## src/sv/erms_pkg.sv

```systemverilog
`default_nettype none
// ----------------------------------------------------------------------------
// erms_pkg
// shared types, constants and the control store of the rms level block
// ----------------------------------------------------------------------------
package erms_pkg;

    localparam int SAMPLE_BITS_DEF      = 16;
    localparam int WEIGHT_FRAC_BITS_DEF = 16;
    localparam int MEAN_FRAC_BITS       = 16;
    localparam int WEIGHT_RESET         = 655;
    localparam int OUT_BITS             = 16;
    localparam logic [OUT_BITS-1:0] OUT_MAX = 16'hFFFF;

    localparam int STEP_BITS = 4;

    // control store addresses
    localparam logic [STEP_BITS-1:0] STEP_IDLE      = 4'd0;
    localparam logic [STEP_BITS-1:0] STEP_SQUARE    = 4'd1;
    localparam logic [STEP_BITS-1:0] STEP_DIFF      = 4'd2;
    localparam logic [STEP_BITS-1:0] STEP_MUL_LO    = 4'd3;
    localparam logic [STEP_BITS-1:0] STEP_MUL_HI    = 4'd4;
    localparam logic [STEP_BITS-1:0] STEP_UPDATE    = 4'd5;
    localparam logic [STEP_BITS-1:0] STEP_ROOT_INIT = 4'd6;
    localparam logic [STEP_BITS-1:0] STEP_ROOT_STEP = 4'd7;
    localparam logic [STEP_BITS-1:0] STEP_EMIT      = 4'd8;

    // sequencing condition of a control word
    typedef enum logic [1:0] {
        C_NEXT     = 2'd0,
        C_WAIT_IN  = 2'd1,
        C_LOOP     = 2'd2,
        C_WAIT_OUT = 2'd3
    } t_cond;

    // datapath enables
    typedef struct packed {
        logic ld_sample;
        logic ld_square;
        logic ld_diff;
        logic mul_lo;
        logic mul_hi;
        logic upd_mean;
        logic root_init;
        logic root_step;
        logic emit;
    } t_dp_ctrl;

    // datapath status back to the sequencer
    typedef struct packed {
        logic out_free;
    } t_dp_stat;

    typedef struct packed {
        t_dp_ctrl              ctl;
        t_cond                 cond;
        logic [STEP_BITS-1:0]  target;
        logic                  ld_count;
    } t_ucode;

    function automatic t_ucode ucode_rom(input logic [STEP_BITS-1:0] addr);
        t_ucode w;
        w = '0;
        w.cond   = C_NEXT;
        w.target = STEP_IDLE;
        unique case (addr)
            STEP_IDLE: begin
                w.ctl.ld_sample = 1'b1;
                w.cond          = C_WAIT_IN;
            end
            STEP_SQUARE:    w.ctl.ld_square = 1'b1;
            STEP_DIFF:      w.ctl.ld_diff   = 1'b1;
            STEP_MUL_LO:    w.ctl.mul_lo    = 1'b1;
            STEP_MUL_HI:    w.ctl.mul_hi    = 1'b1;
            STEP_UPDATE:    w.ctl.upd_mean  = 1'b1;
            STEP_ROOT_INIT: begin
                w.ctl.root_init = 1'b1;
                w.ld_count      = 1'b1;
            end
            STEP_ROOT_STEP: begin
                w.ctl.root_step = 1'b1;
                w.cond          = C_LOOP;
                w.target        = STEP_ROOT_STEP;
            end
            STEP_EMIT: begin
                w.ctl.emit = 1'b1;
                w.cond     = C_WAIT_OUT;
                w.target   = STEP_IDLE;
            end
            default: begin
                // unused addresses fall back to idle
                w.cond   = C_WAIT_OUT;
                w.target = STEP_IDLE;
            end
        endcase
        return w;
    endfunction

endpackage
`default_nettype wire

```

## src/sv/erms_useq.sv

```systemverilog
`default_nettype none
// ----------------------------------------------------------------------------
// erms_useq
// step counter, loop counter and control store of the rms level block
// ----------------------------------------------------------------------------
module erms_useq #(
    parameter int SAMPLE_BITS = erms_pkg::SAMPLE_BITS_DEF
) (
    input  wire logic           i_clk,
    input  wire logic           i_rst_n,
    input  wire logic           i_in_valid,
    output logic                o_in_ready,
    input  erms_pkg::t_dp_stat  i_stat,
    output erms_pkg::t_dp_ctrl  o_ctl
);
    import erms_pkg::*;

    localparam int CW = $clog2(SAMPLE_BITS);

    logic [STEP_BITS-1:0] r_pc,    n_pc;
    logic [CW-1:0]        r_count, n_count;
    t_ucode               word;
    logic                 fire;

    assign word       = ucode_rom(r_pc);
    assign o_in_ready = (word.cond == C_WAIT_IN);

    always_comb begin
        fire    = 1'b1;
        n_pc    = r_pc + 4'd1;
        n_count = r_count;
        unique case (word.cond)
            C_NEXT: begin
            end
            C_WAIT_IN: begin
                fire = i_in_valid;
                if (!i_in_valid) begin
                    n_pc = r_pc;
                end
            end
            C_LOOP: begin
                if (r_count != '0) begin
                    n_pc    = word.target;
                    n_count = r_count - 1'b1;
                end
            end
            C_WAIT_OUT: begin
                fire = i_stat.out_free;
                n_pc = i_stat.out_free ? word.target : r_pc;
            end
        endcase
        if (word.ld_count) begin
            n_count = CW'(SAMPLE_BITS - 1);
        end
    end

    assign o_ctl = fire ? word.ctl : '0;

    always_ff @(posedge i_clk) begin
        if (!i_rst_n) begin
            r_pc    <= STEP_IDLE;
            r_count <= '0;
        end else begin
            r_pc    <= n_pc;
            r_count <= n_count;
        end
    end

    a_pc_range: assert property (@(posedge i_clk) disable iff (!i_rst_n)
        r_pc <= STEP_EMIT)
        else $error("step counter left the program");

    a_loop_done: assert property (@(posedge i_clk) disable iff (!i_rst_n)
        (r_pc == STEP_EMIT) |-> (r_count == '0))
        else $error("root loop left with iterations pending");

endmodule
`default_nettype wire

```

## src/sv/erms_datapath.sv

```systemverilog
`default_nettype none
// ----------------------------------------------------------------------------
// erms_datapath
// square, smoothing update, bit-serial root and output register
// ----------------------------------------------------------------------------
module erms_datapath #(
    parameter int SAMPLE_BITS      = erms_pkg::SAMPLE_BITS_DEF,
    parameter int WEIGHT_FRAC_BITS = erms_pkg::WEIGHT_FRAC_BITS_DEF
) (
    input  wire logic                          i_clk,
    input  wire logic                          i_rst_n,
    input  erms_pkg::t_dp_ctrl                 i_ctl,
    input  wire logic signed [SAMPLE_BITS-1:0] i_sample,
    input  wire logic [WEIGHT_FRAC_BITS-1:0]   i_weight,
    output erms_pkg::t_dp_stat                 o_stat,
    output logic                               o_rms_valid,
    input  wire logic                          i_rms_ready,
    output logic [erms_pkg::OUT_BITS-1:0]      o_rms_level
);
    import erms_pkg::*;

    localparam int SB = SAMPLE_BITS;
    localparam int W  = WEIGHT_FRAC_BITS;
    localparam int SQ = 2 * SB;
    localparam int MW = SQ + MEAN_FRAC_BITS;
    localparam int PW = MW + W;
    localparam int MA = (SB > W) ? SB : W;

    logic [SB-1:0]   r_mag;
    logic [MW-1:0]   r_square;
    logic [MW-1:0]   r_mean;
    logic [MW-1:0]   r_diff;
    logic            r_ge;
    logic [PW-1:0]   r_acc;
    logic [SQ-1:0]   r_rad;
    logic [SB+1:0]   r_rem;
    logic [SB-1:0]   r_root;
    logic            r_out_valid;
    logic [OUT_BITS-1:0] r_level;

    logic [SB-1:0]   mag;
    logic [MA-1:0]   mul_a;
    logic [31:0]     mul_b;
    logic [MA+31:0]  prod;
    logic [63:0]     diff_ext;
    logic [PW+31:0]  hi_term;
    logic [MW-1:0]   step;
    logic [SB+3:0]   rem_sh;
    logic [SB+3:0]   trial;
    logic [SB+3:0]   rem_new;
    logic            take;
    logic [31:0]     root_ext;
    logic            out_free;

    // magnitude; the most negative code maps onto itself as unsigned
    assign mag = i_sample[SB-1] ? (~i_sample + 1'b1) : i_sample;

    // one shared multiplier: square, then weight times each diff half
    assign diff_ext = 64'(r_diff);
    assign mul_a    = i_ctl.ld_square ? MA'(r_mag) : MA'(i_weight);
    assign mul_b    = i_ctl.ld_square ? 32'(r_mag)
                    : (i_ctl.mul_hi ? diff_ext[63:32] : diff_ext[31:0]);
    assign prod     = (MA+32)'(mul_a) * (MA+32)'(mul_b);
    assign hi_term  = {PW'(prod), 32'b0};
    assign step     = r_acc[PW-1:W];

    // restoring root, one result bit per step
    assign rem_sh  = {r_rem, r_rad[SQ-1 -: 2]};
    assign trial   = {2'b00, r_root, 2'b01};
    assign take    = (rem_sh >= trial);
    assign rem_new = take ? (rem_sh - trial) : rem_sh;

    assign root_ext = 32'(r_root);
    assign out_free = !r_out_valid || i_rms_ready;

    always_ff @(posedge i_clk) begin
        if (i_ctl.ld_sample) begin
            r_mag <= mag;
        end
        if (i_ctl.ld_square) begin
            r_square <= {prod[SQ-1:0], {MEAN_FRAC_BITS{1'b0}}};
        end
        if (i_ctl.ld_diff) begin
            r_ge   <= (r_square >= r_mean);
            r_diff <= (r_square >= r_mean) ? (r_square - r_mean) : (r_mean - r_square);
        end
        if (i_ctl.mul_lo) begin
            r_acc <= PW'(prod);
        end
        if (i_ctl.mul_hi) begin
            r_acc <= r_acc + hi_term[PW-1:0];
        end
        if (i_ctl.root_init) begin
            r_rad  <= r_mean[MW-1:MEAN_FRAC_BITS];
            r_rem  <= '0;
            r_root <= '0;
        end
        if (i_ctl.root_step) begin
            r_rad  <= {r_rad[SQ-3:0], 2'b00};
            r_rem  <= rem_new[SB+1:0];
            r_root <= {r_root[SB-2:0], take};
        end
        if (i_ctl.emit) begin
            // saturate roots above the output range
            r_level <= (root_ext > 32'(OUT_MAX)) ? OUT_MAX : root_ext[OUT_BITS-1:0];
        end
    end

    always_ff @(posedge i_clk) begin
        if (!i_rst_n) begin
            r_mean      <= '0;
            r_out_valid <= 1'b0;
        end else begin
            if (i_ctl.upd_mean) begin
                r_mean <= r_ge ? (r_mean + step) : (r_mean - step);
            end
            if (i_ctl.emit) begin
                r_out_valid <= 1'b1;
            end else if (i_rms_ready) begin
                r_out_valid <= 1'b0;
            end
        end
    end

    assign o_stat.out_free = out_free;
    assign o_rms_valid     = r_out_valid;
    assign o_rms_level     = r_level;

    a_emit_free: assert property (@(posedge i_clk) disable iff (!i_rst_n)
        i_ctl.emit |-> out_free)
        else $error("result written over an untaken result");

    a_mean_between: assert property (@(posedge i_clk) disable iff (!i_rst_n)
        i_ctl.upd_mean |=>
            ($past(r_ge) ? (r_mean >= $past(r_mean) && r_mean <= r_square)
                         : (r_mean <= $past(r_mean) && r_mean >= r_square)))
        else $error("mean left the range between old mean and square");

endmodule
`default_nettype wire

```

## src/sv/exponential_rms_level.sv

```systemverilog
`default_nettype none
// ----------------------------------------------------------------------------
// exponential_rms_level
// exponentially smoothed rms level of a signed sample stream
// ----------------------------------------------------------------------------
// usage
//   sample channel: i_sample_valid / o_sample_ready, one signed sample per
//   transfer. rms channel: o_rms_valid / i_rms_ready, one level per sample.
//   config channel: i_cfg_valid / o_cfg_ready carries the smoothing weight
//   (q0.WEIGHT_FRAC_BITS); always ready, write it only while idle.
// sequence
//   the next sample is taken only once the current result has been written
//   to the output register, so samples do not overlap. the control program
//   runs one step to take the sample, five steps for square and smoothing
//   on the shared multiplier, one step to set up the root, one step per root
//   bit in the bit-serial square root loop, one step to write the output
//   register.
// reset
//   mean square cleared, weight back to 655, output register empty.
// stall
//   a waiting result sits in the output register while the next sample
//   is accepted and processed; the program holds at its last step until
//   the output register is free.
// ----------------------------------------------------------------------------
module exponential_rms_level #(
    parameter int SAMPLE_BITS      = erms_pkg::SAMPLE_BITS_DEF,
    parameter int WEIGHT_FRAC_BITS = erms_pkg::WEIGHT_FRAC_BITS_DEF
) (
    input  wire logic                          i_clk,
    input  wire logic                          i_rst_n,
    // sample channel
    input  wire logic                          i_sample_valid,
    output logic                               o_sample_ready,
    input  wire logic signed [SAMPLE_BITS-1:0] i_sample,
    // result channel
    output logic                               o_rms_valid,
    input  wire logic                          i_rms_ready,
    output logic [erms_pkg::OUT_BITS-1:0]      o_rms_level,
    // config channel
    input  wire logic                          i_cfg_valid,
    output logic                               o_cfg_ready,
    input  wire logic [WEIGHT_FRAC_BITS-1:0]   i_cfg_smoothing_weight
);
    import erms_pkg::*;

    logic [WEIGHT_FRAC_BITS-1:0] r_weight;
    t_dp_ctrl                    ctl;
    t_dp_stat                    stat;

    // weight register, written on every config transfer
    assign o_cfg_ready = 1'b1;

    always_ff @(posedge i_clk) begin
        if (!i_rst_n) begin
            r_weight <= WEIGHT_FRAC_BITS'(WEIGHT_RESET);
        end else if (i_cfg_valid && o_cfg_ready) begin
            r_weight <= i_cfg_smoothing_weight;
        end
    end

    // sequencer: step counter walks the control store
    erms_useq #(
        .SAMPLE_BITS (SAMPLE_BITS)
    ) u_useq (
        .i_clk      (i_clk),
        .i_rst_n    (i_rst_n),
        .i_in_valid (i_sample_valid),
        .o_in_ready (o_sample_ready),
        .i_stat     (stat),
        .o_ctl      (ctl)
    );

    // datapath: shared multiplier, mean register, root unit, output register
    erms_datapath #(
        .SAMPLE_BITS      (SAMPLE_BITS),
        .WEIGHT_FRAC_BITS (WEIGHT_FRAC_BITS)
    ) u_datapath (
        .i_clk       (i_clk),
        .i_rst_n     (i_rst_n),
        .i_ctl       (ctl),
        .i_sample    (i_sample),
        .i_weight    (r_weight),
        .o_stat      (stat),
        .o_rms_valid (o_rms_valid),
        .i_rms_ready (i_rms_ready),
        .o_rms_level (o_rms_level)
    );

endmodule
`default_nettype wire
```

## config.mk

```make
export PLATFORM = sky130hd
export DESIGN_NAME = exponential_rms_level
export DESIGN_NICKNAME = d
export VERILOG_FILES = /design/src/sv/erms_pkg.sv /design/src/sv/erms_useq.sv /design/src/sv/erms_datapath.sv /design/src/sv/exponential_rms_level.sv
export SDC_FILE = /design/constraint.sdc
export NUM_CORES = 2
export LEC_CHECK = 0
export BUFFER_PORTS_ARGS = -buffer_cell sky130_fd_sc_hd__buf_2
export CAP_MARGIN = 15
export CORE_AREA = 2 2 388 390
export CTS_CLUSTER_SIZE = 40
export DETAILED_ROUTE_END_ITERATION = 8
export DIE_AREA = 0 0 390 392
export GPL_TIMING_DRIVEN = 0
export MAX_ROUTING_LAYER = met4
export PLACE_DENSITY = 0.48
export RECOVER_POWER = 25
export REMOVE_ABC_BUFFERS = 1
export SKIP_CTS_REPAIR_TIMING = 1
export SLEW_MARGIN = 30
export SYNTH_ARGS = -nofsm -noshare
export SYNTH_HDL_FRONTEND = slang
export SYNTH_SLANG_ARGS = --single-unit
```

## constraint.sdc

```tcl
create_clock -name i_clk -period 15.2 [get_ports i_clk]
set_input_delay 2.28 -clock i_clk [delete_from_list [all_inputs] [get_ports i_clk]]
set_output_delay 2.28 -clock i_clk [all_outputs]
set_load 0.01 [all_outputs]
```

==> impl_table.tex <==
\begin{tabular}{lr}
\hline
Metric & Value \\
\hline
\multicolumn{2}{l}{\textbf{Flow run}} \\
Max-capacitance violation count & 2 \\
\multicolumn{2}{l}{\textbf{Detailed routing}} \\
Drt total wl & between 100 and 150 mm \\
Total routed wire length on the met1 layer & approximately 56 mm \\
Post-DR vias/cell & about 4.8 \\
DR WL met2 & $\sim$57 mm \\
Highest layer used for signal routing & met4 \\
Wire length on met3 & about 6.6 mm \\
Pre-Repair DR Iteration Count & 5 \\
Average wire length per cell after detail routing & 20.3 um \\
Detailed-route DRC error count & 0 \\
Via count & between 20k and 30k \\
Violation count after the first detailed-routing iteration & approximately 2.2k \\
Post-DRT Antenna Nets & 0 \\
\multicolumn{2}{l}{\textbf{Critical path}} \\
CP Max Fanout & 53 \\
Critical Path Most Common Cell & sky130\_fd\_sc\_hd\_\_fa\_1 \\
Signal arrival time at the worst endpoint & about 13 ns \\
Peak per-stage delay on the critical path & approximately 0.75 ns \\
Reg-to-reg startpoint & u\_useq.r\_pc[1] \\
Worst Path Buf+Inv & 6 \\
Depth of the worst register-to-register path & 40 \\
Type of the setup path with the least slack & primary input to flip-flop \\
Startpoint type of the worst setup path & primary input \\
Crit path launch & i\_rms\_ready \\
Nature of the critical path endpoint & flip-flop \\
Levels on crit path & 39 \\
Cell at the slowest stage of the critical path & sky130\_fd\_sc\_hd\_\_nand2\_1 \\
Required time at the worst-slack endpoint & $\sim$16 ns \\
Cell type group with the largest total delay on the critical path & adder cells \\
\multicolumn{2}{l}{\textbf{Timing}} \\
Hold WS & roughly 0.45 ns \\
Final clock period utilization by the worst path & between 80\% and 90\% \\
Worst-Margin Slew & approximately 2.7 ns \\
Final number of max-transition violations & 97 \\
Post-layout worst setup margin & 2.18 ns \\
Final-report setup violation count & 0 \\
RSZ-0062 raised after global routing & no \\
Remaining max-slew budget at the tightest pin & -80.3\% \\
Max Clock Freq & 76.8 MHz \\
Final min period & around 13 ns \\
Worst Skew & 0.0371 ns \\
Final hold viol count & 0 \\
\multicolumn{2}{l}{\textbf{Die}} \\
Die outline area & about 150000 um2 \\
Core Area & between 100000 and 150000 um2 \\
Initial standard-cell utilization of the core & about a quarter \\
Top-level port count & between 50 and 60 \\
Std cell rows & around 140 \\
Height of the die & 392 um \\
Die width & 390 um \\
\multicolumn{2}{l}{\textbf{Finish}} \\
Final cell count without fillers & around 6.1k \\
Area grow syn2layout & 10.4\% \\
Final core area utilization & between 20\% and 30\% \\
Total Nets Final & between 4k and 5k \\
Share of layout cells above drive strength 1 & under 10\% \\
\multicolumn{2}{l}{\textbf{Yosys}} \\
Register bit total from synthesis & 300 \\
Yosys warnings & 0 \\
Register area share after synthesis & between 20 and 25\% \\
Leading register cell type out of synthesis & sky130\_fd\_sc\_hd\_\_edfxtp\_1 \\
Netlist Area Pre-Place & about 37000 um2 \\
Count of distinct cell types in the synthesized netlist & 78 \\
Number of flops mapped to enable cells by yosys & roughly 230 \\
Avg Inst Size Synth & 8.84 um2 \\
Gate count after technology mapping & $\sim$4.2k \\
Share of flip-flops with an asynchronous set or reset & 0\% \\
\multicolumn{2}{l}{\textbf{Clock network}} \\
Max clock buf depth & 3 \\
CTS tree & yes \\
Root Driver & sky130\_fd\_sc\_hd\_\_clkbuf\_16 \\
CTS Buf Count & 39 \\
Clock transition at the register clock pins on the worst setup and hold paths after CTS & 0.06 ns \\
Clk sink count & 300 \\
Clk Latency, worst-skew pair & between 0.6 and 0.7 ns \\
Maximum level of the CTS H-tree & 2 \\
\multicolumn{2}{l}{\textbf{Global route}} \\
Initial antenna violation count & 10 \\
Total congestion overflow & 0 \\
Largest net degree at the start of global routing & roughly 60 \\
Via count of the first global-routing pass & around 29k \\
Global router's overall resource usage & around 17\% \\
Wire length of the first global-routing pass & roughly 190 mm \\
\multicolumn{2}{l}{\textbf{Hold path}} \\
Hold WC Path Type & flip-flop to flip-flop \\
Startpoint of the lowest-slack hold path & u\_datapath.r\_root[3] \\
Hold Path Cell Cnt & 0 \\
\multicolumn{2}{l}{\textbf{Place}} \\
DP HPWL & 98.7 mm \\
Number of placed instances with taps included & 6008 \\
Weighted congestion at the end of routability-driven global placement & 0.927 \\
Number of I/O port buffers & 54 \\
Worst-case setup slack after placement & around 1.5 ns \\
\multicolumn{2}{l}{\textbf{Run status}} \\
Outcome & finished, violations left \\
Failing checks & max-capacitance violations, max-slew violations \\
\hline
\end{tabular}
[kinds of logic (layout without fill, tap and decap cells)]
logic type               count (synthesis)  count (layout)  synth area share [%]
AND/OR/NAND/NOR                       1331            1331                  16.4
AO/OA/AOI/OAI                          816             816                  14.2
buffers and inverters                  749             702                  7.68
other                                    1               5                0.0101
multiplexers                            56              56                  1.52
XOR/XNOR                               222             222                  5.26
flip-flops                             300             300                  22.3
adder cells (fa/ha/maj)                708             708                  32.5
[final timing paths]
check / end / slack [ns]
max: u_datapath.r_acc[59] / 2.18
min: u_datapath.o_rms_level[3] / 0.45
max reg2reg: u_datapath.r_acc[59] / 3.01
min reg2reg: u_datapath.o_rms_level[3] / 0.45
[registers in the layout (all words and copies together), names as in the netlist]
name / count
r_weight: 16
u_useq.r_count: 4
u_datapath.o_rms_valid: 1
u_datapath.r_root: 16
u_datapath.r_mean: 48
u_datapath.r_mag: 16
u_datapath.r_acc: 48
u_datapath.r_diff: 48
u_datapath.r_square: 32
u_datapath.r_rem: 18
u_datapath.r_rad: 32
u_datapath.o_rms_level: 16
u_useq.r_pc: 4
u_datapath.r_ge: 1
[placed cells by master (no fill, tap or decap), types with 8 or more instances in the layout]
cell type                   netlist  layout
sky130_fd_sc_hd__xor2_1         112     109
sky130_fd_sc_hd__o211a_1          8       8
sky130_fd_sc_hd__a21boi_0        22      22
sky130_fd_sc_hd__or3_1           10      10
sky130_fd_sc_hd__mux2i_1         54      54
sky130_fd_sc_hd__buf_2            4      49
sky130_fd_sc_hd__o31a_1          10       9
sky130_fd_sc_hd__nand2b_1        23      23
sky130_fd_sc_hd__o21ai_1         11       8
sky130_fd_sc_hd__xnor2_2          0      11
sky130_fd_sc_hd__clkbuf_1       180      16
sky130_fd_sc_hd__fa_1           421     421
sky130_fd_sc_hd__o21bai_1        36      36
sky130_fd_sc_hd__o21a_1          47      47
sky130_fd_sc_hd__o21ai_2          0      10
sky130_fd_sc_hd__nand2_1        529     524
sky130_fd_sc_hd__ha_1           287     287
sky130_fd_sc_hd__clkbuf_16        0      39
sky130_fd_sc_hd__nor4_1          18      17
sky130_fd_sc_hd__xnor2_1        110      99
sky130_fd_sc_hd__o31ai_1         16      16
sky130_fd_sc_hd__edfxtp_1       225     225
sky130_fd_sc_hd__nor3_1          45      45
sky130_fd_sc_hd__inv_1          556     554
sky130_fd_sc_hd__a22o_1          31      31
sky130_fd_sc_hd__nand3_1         53      53
sky130_fd_sc_hd__and3_1          56      56
sky130_fd_sc_hd__nor2b_1         45      45
sky130_fd_sc_hd__dfxtp_1         75      75
sky130_fd_sc_hd__a21o_1         106     106
sky130_fd_sc_hd__a21oi_1        230     230
sky130_fd_sc_hd__and2_1         131     124
sky130_fd_sc_hd__o211ai_1        16      16
sky130_fd_sc_hd__nor2_1         358     358
sky130_fd_sc_hd__a211oi_1        21      21
sky130_fd_sc_hd__nand4_1         23      23
sky130_fd_sc_hd__o21ai_0        159     151
sky130_fd_sc_hd__a31oi_1         33      33
[synth_stat cells, drive strengths merged (19+ instances only)]
| cell | number | share of area [%] |
|---|---|---|
| dfxtp | 75 | 4.1 |
| inv | 556 | 5.6 |
| xnor2 | 110 | 2.6 |
| edfxtp | 225 | 18 |
| nor4 | 19 | 0.36 |
| nor3 | 45 | 0.61 |
| nand2b | 23 | 0.39 |
| o21bai | 36 | 0.73 |
| nor2 | 358 | 3.6 |
| xor2 | 112 | 2.7 |
| and2 | 131 | 2.2 |
| a21o | 106 | 2.2 |
| and3 | 56 | 0.95 |
| nand3 | 53 | 0.72 |
| mux2i | 54 | 1.5 |
| o21ai | 170 | 2.3 |
| nand2 | 529 | 5.4 |
| a21boi | 22 | 0.45 |
| ha | 287 | 9.7 |
| a22o | 31 | 0.73 |
| clkbuf | 181 | 1.8 |
| a31oi | 33 | 0.56 |
| a21oi | 230 | 3.1 |
| fa | 421 | 23 |
| a211oi | 22 | 0.46 |
| o21a | 47 | 0.95 |
| nor2b | 45 | 0.76 |
| nand4 | 23 | 0.39 |
[stage by stage]
step,TNS (ns),area [um2]
after global routing,0,40800
after global placement,-34.61,38900
after detailed placement,0,39500
after floorplan,0,36200
final,0,40800
after CTS,0,40900
[final cells by class]
type                    instances  area [um2]
diodes                          4        10.0
fillers                     15990      108000
repair buffers                 74         581
flip-flops and latches        300        8260
multi-input cells            3134       26100
clock buffers                  50        1060
clock inverters                22         303
well taps                    1944        2430
inverters                     556        2090
[per-layer routing]
layer / vias up / global-route usage [%]
met1: 14777 / 22.0
met2: 810 / 26.4
met4: 0 / 5.48
li1: 13695 / -
met3: 177 / 2.05
met5: - / -
Power is left out: the tool's default activity adds up to more than one toggle a clock period on the data nets, which glitch-free logic cannot reach.
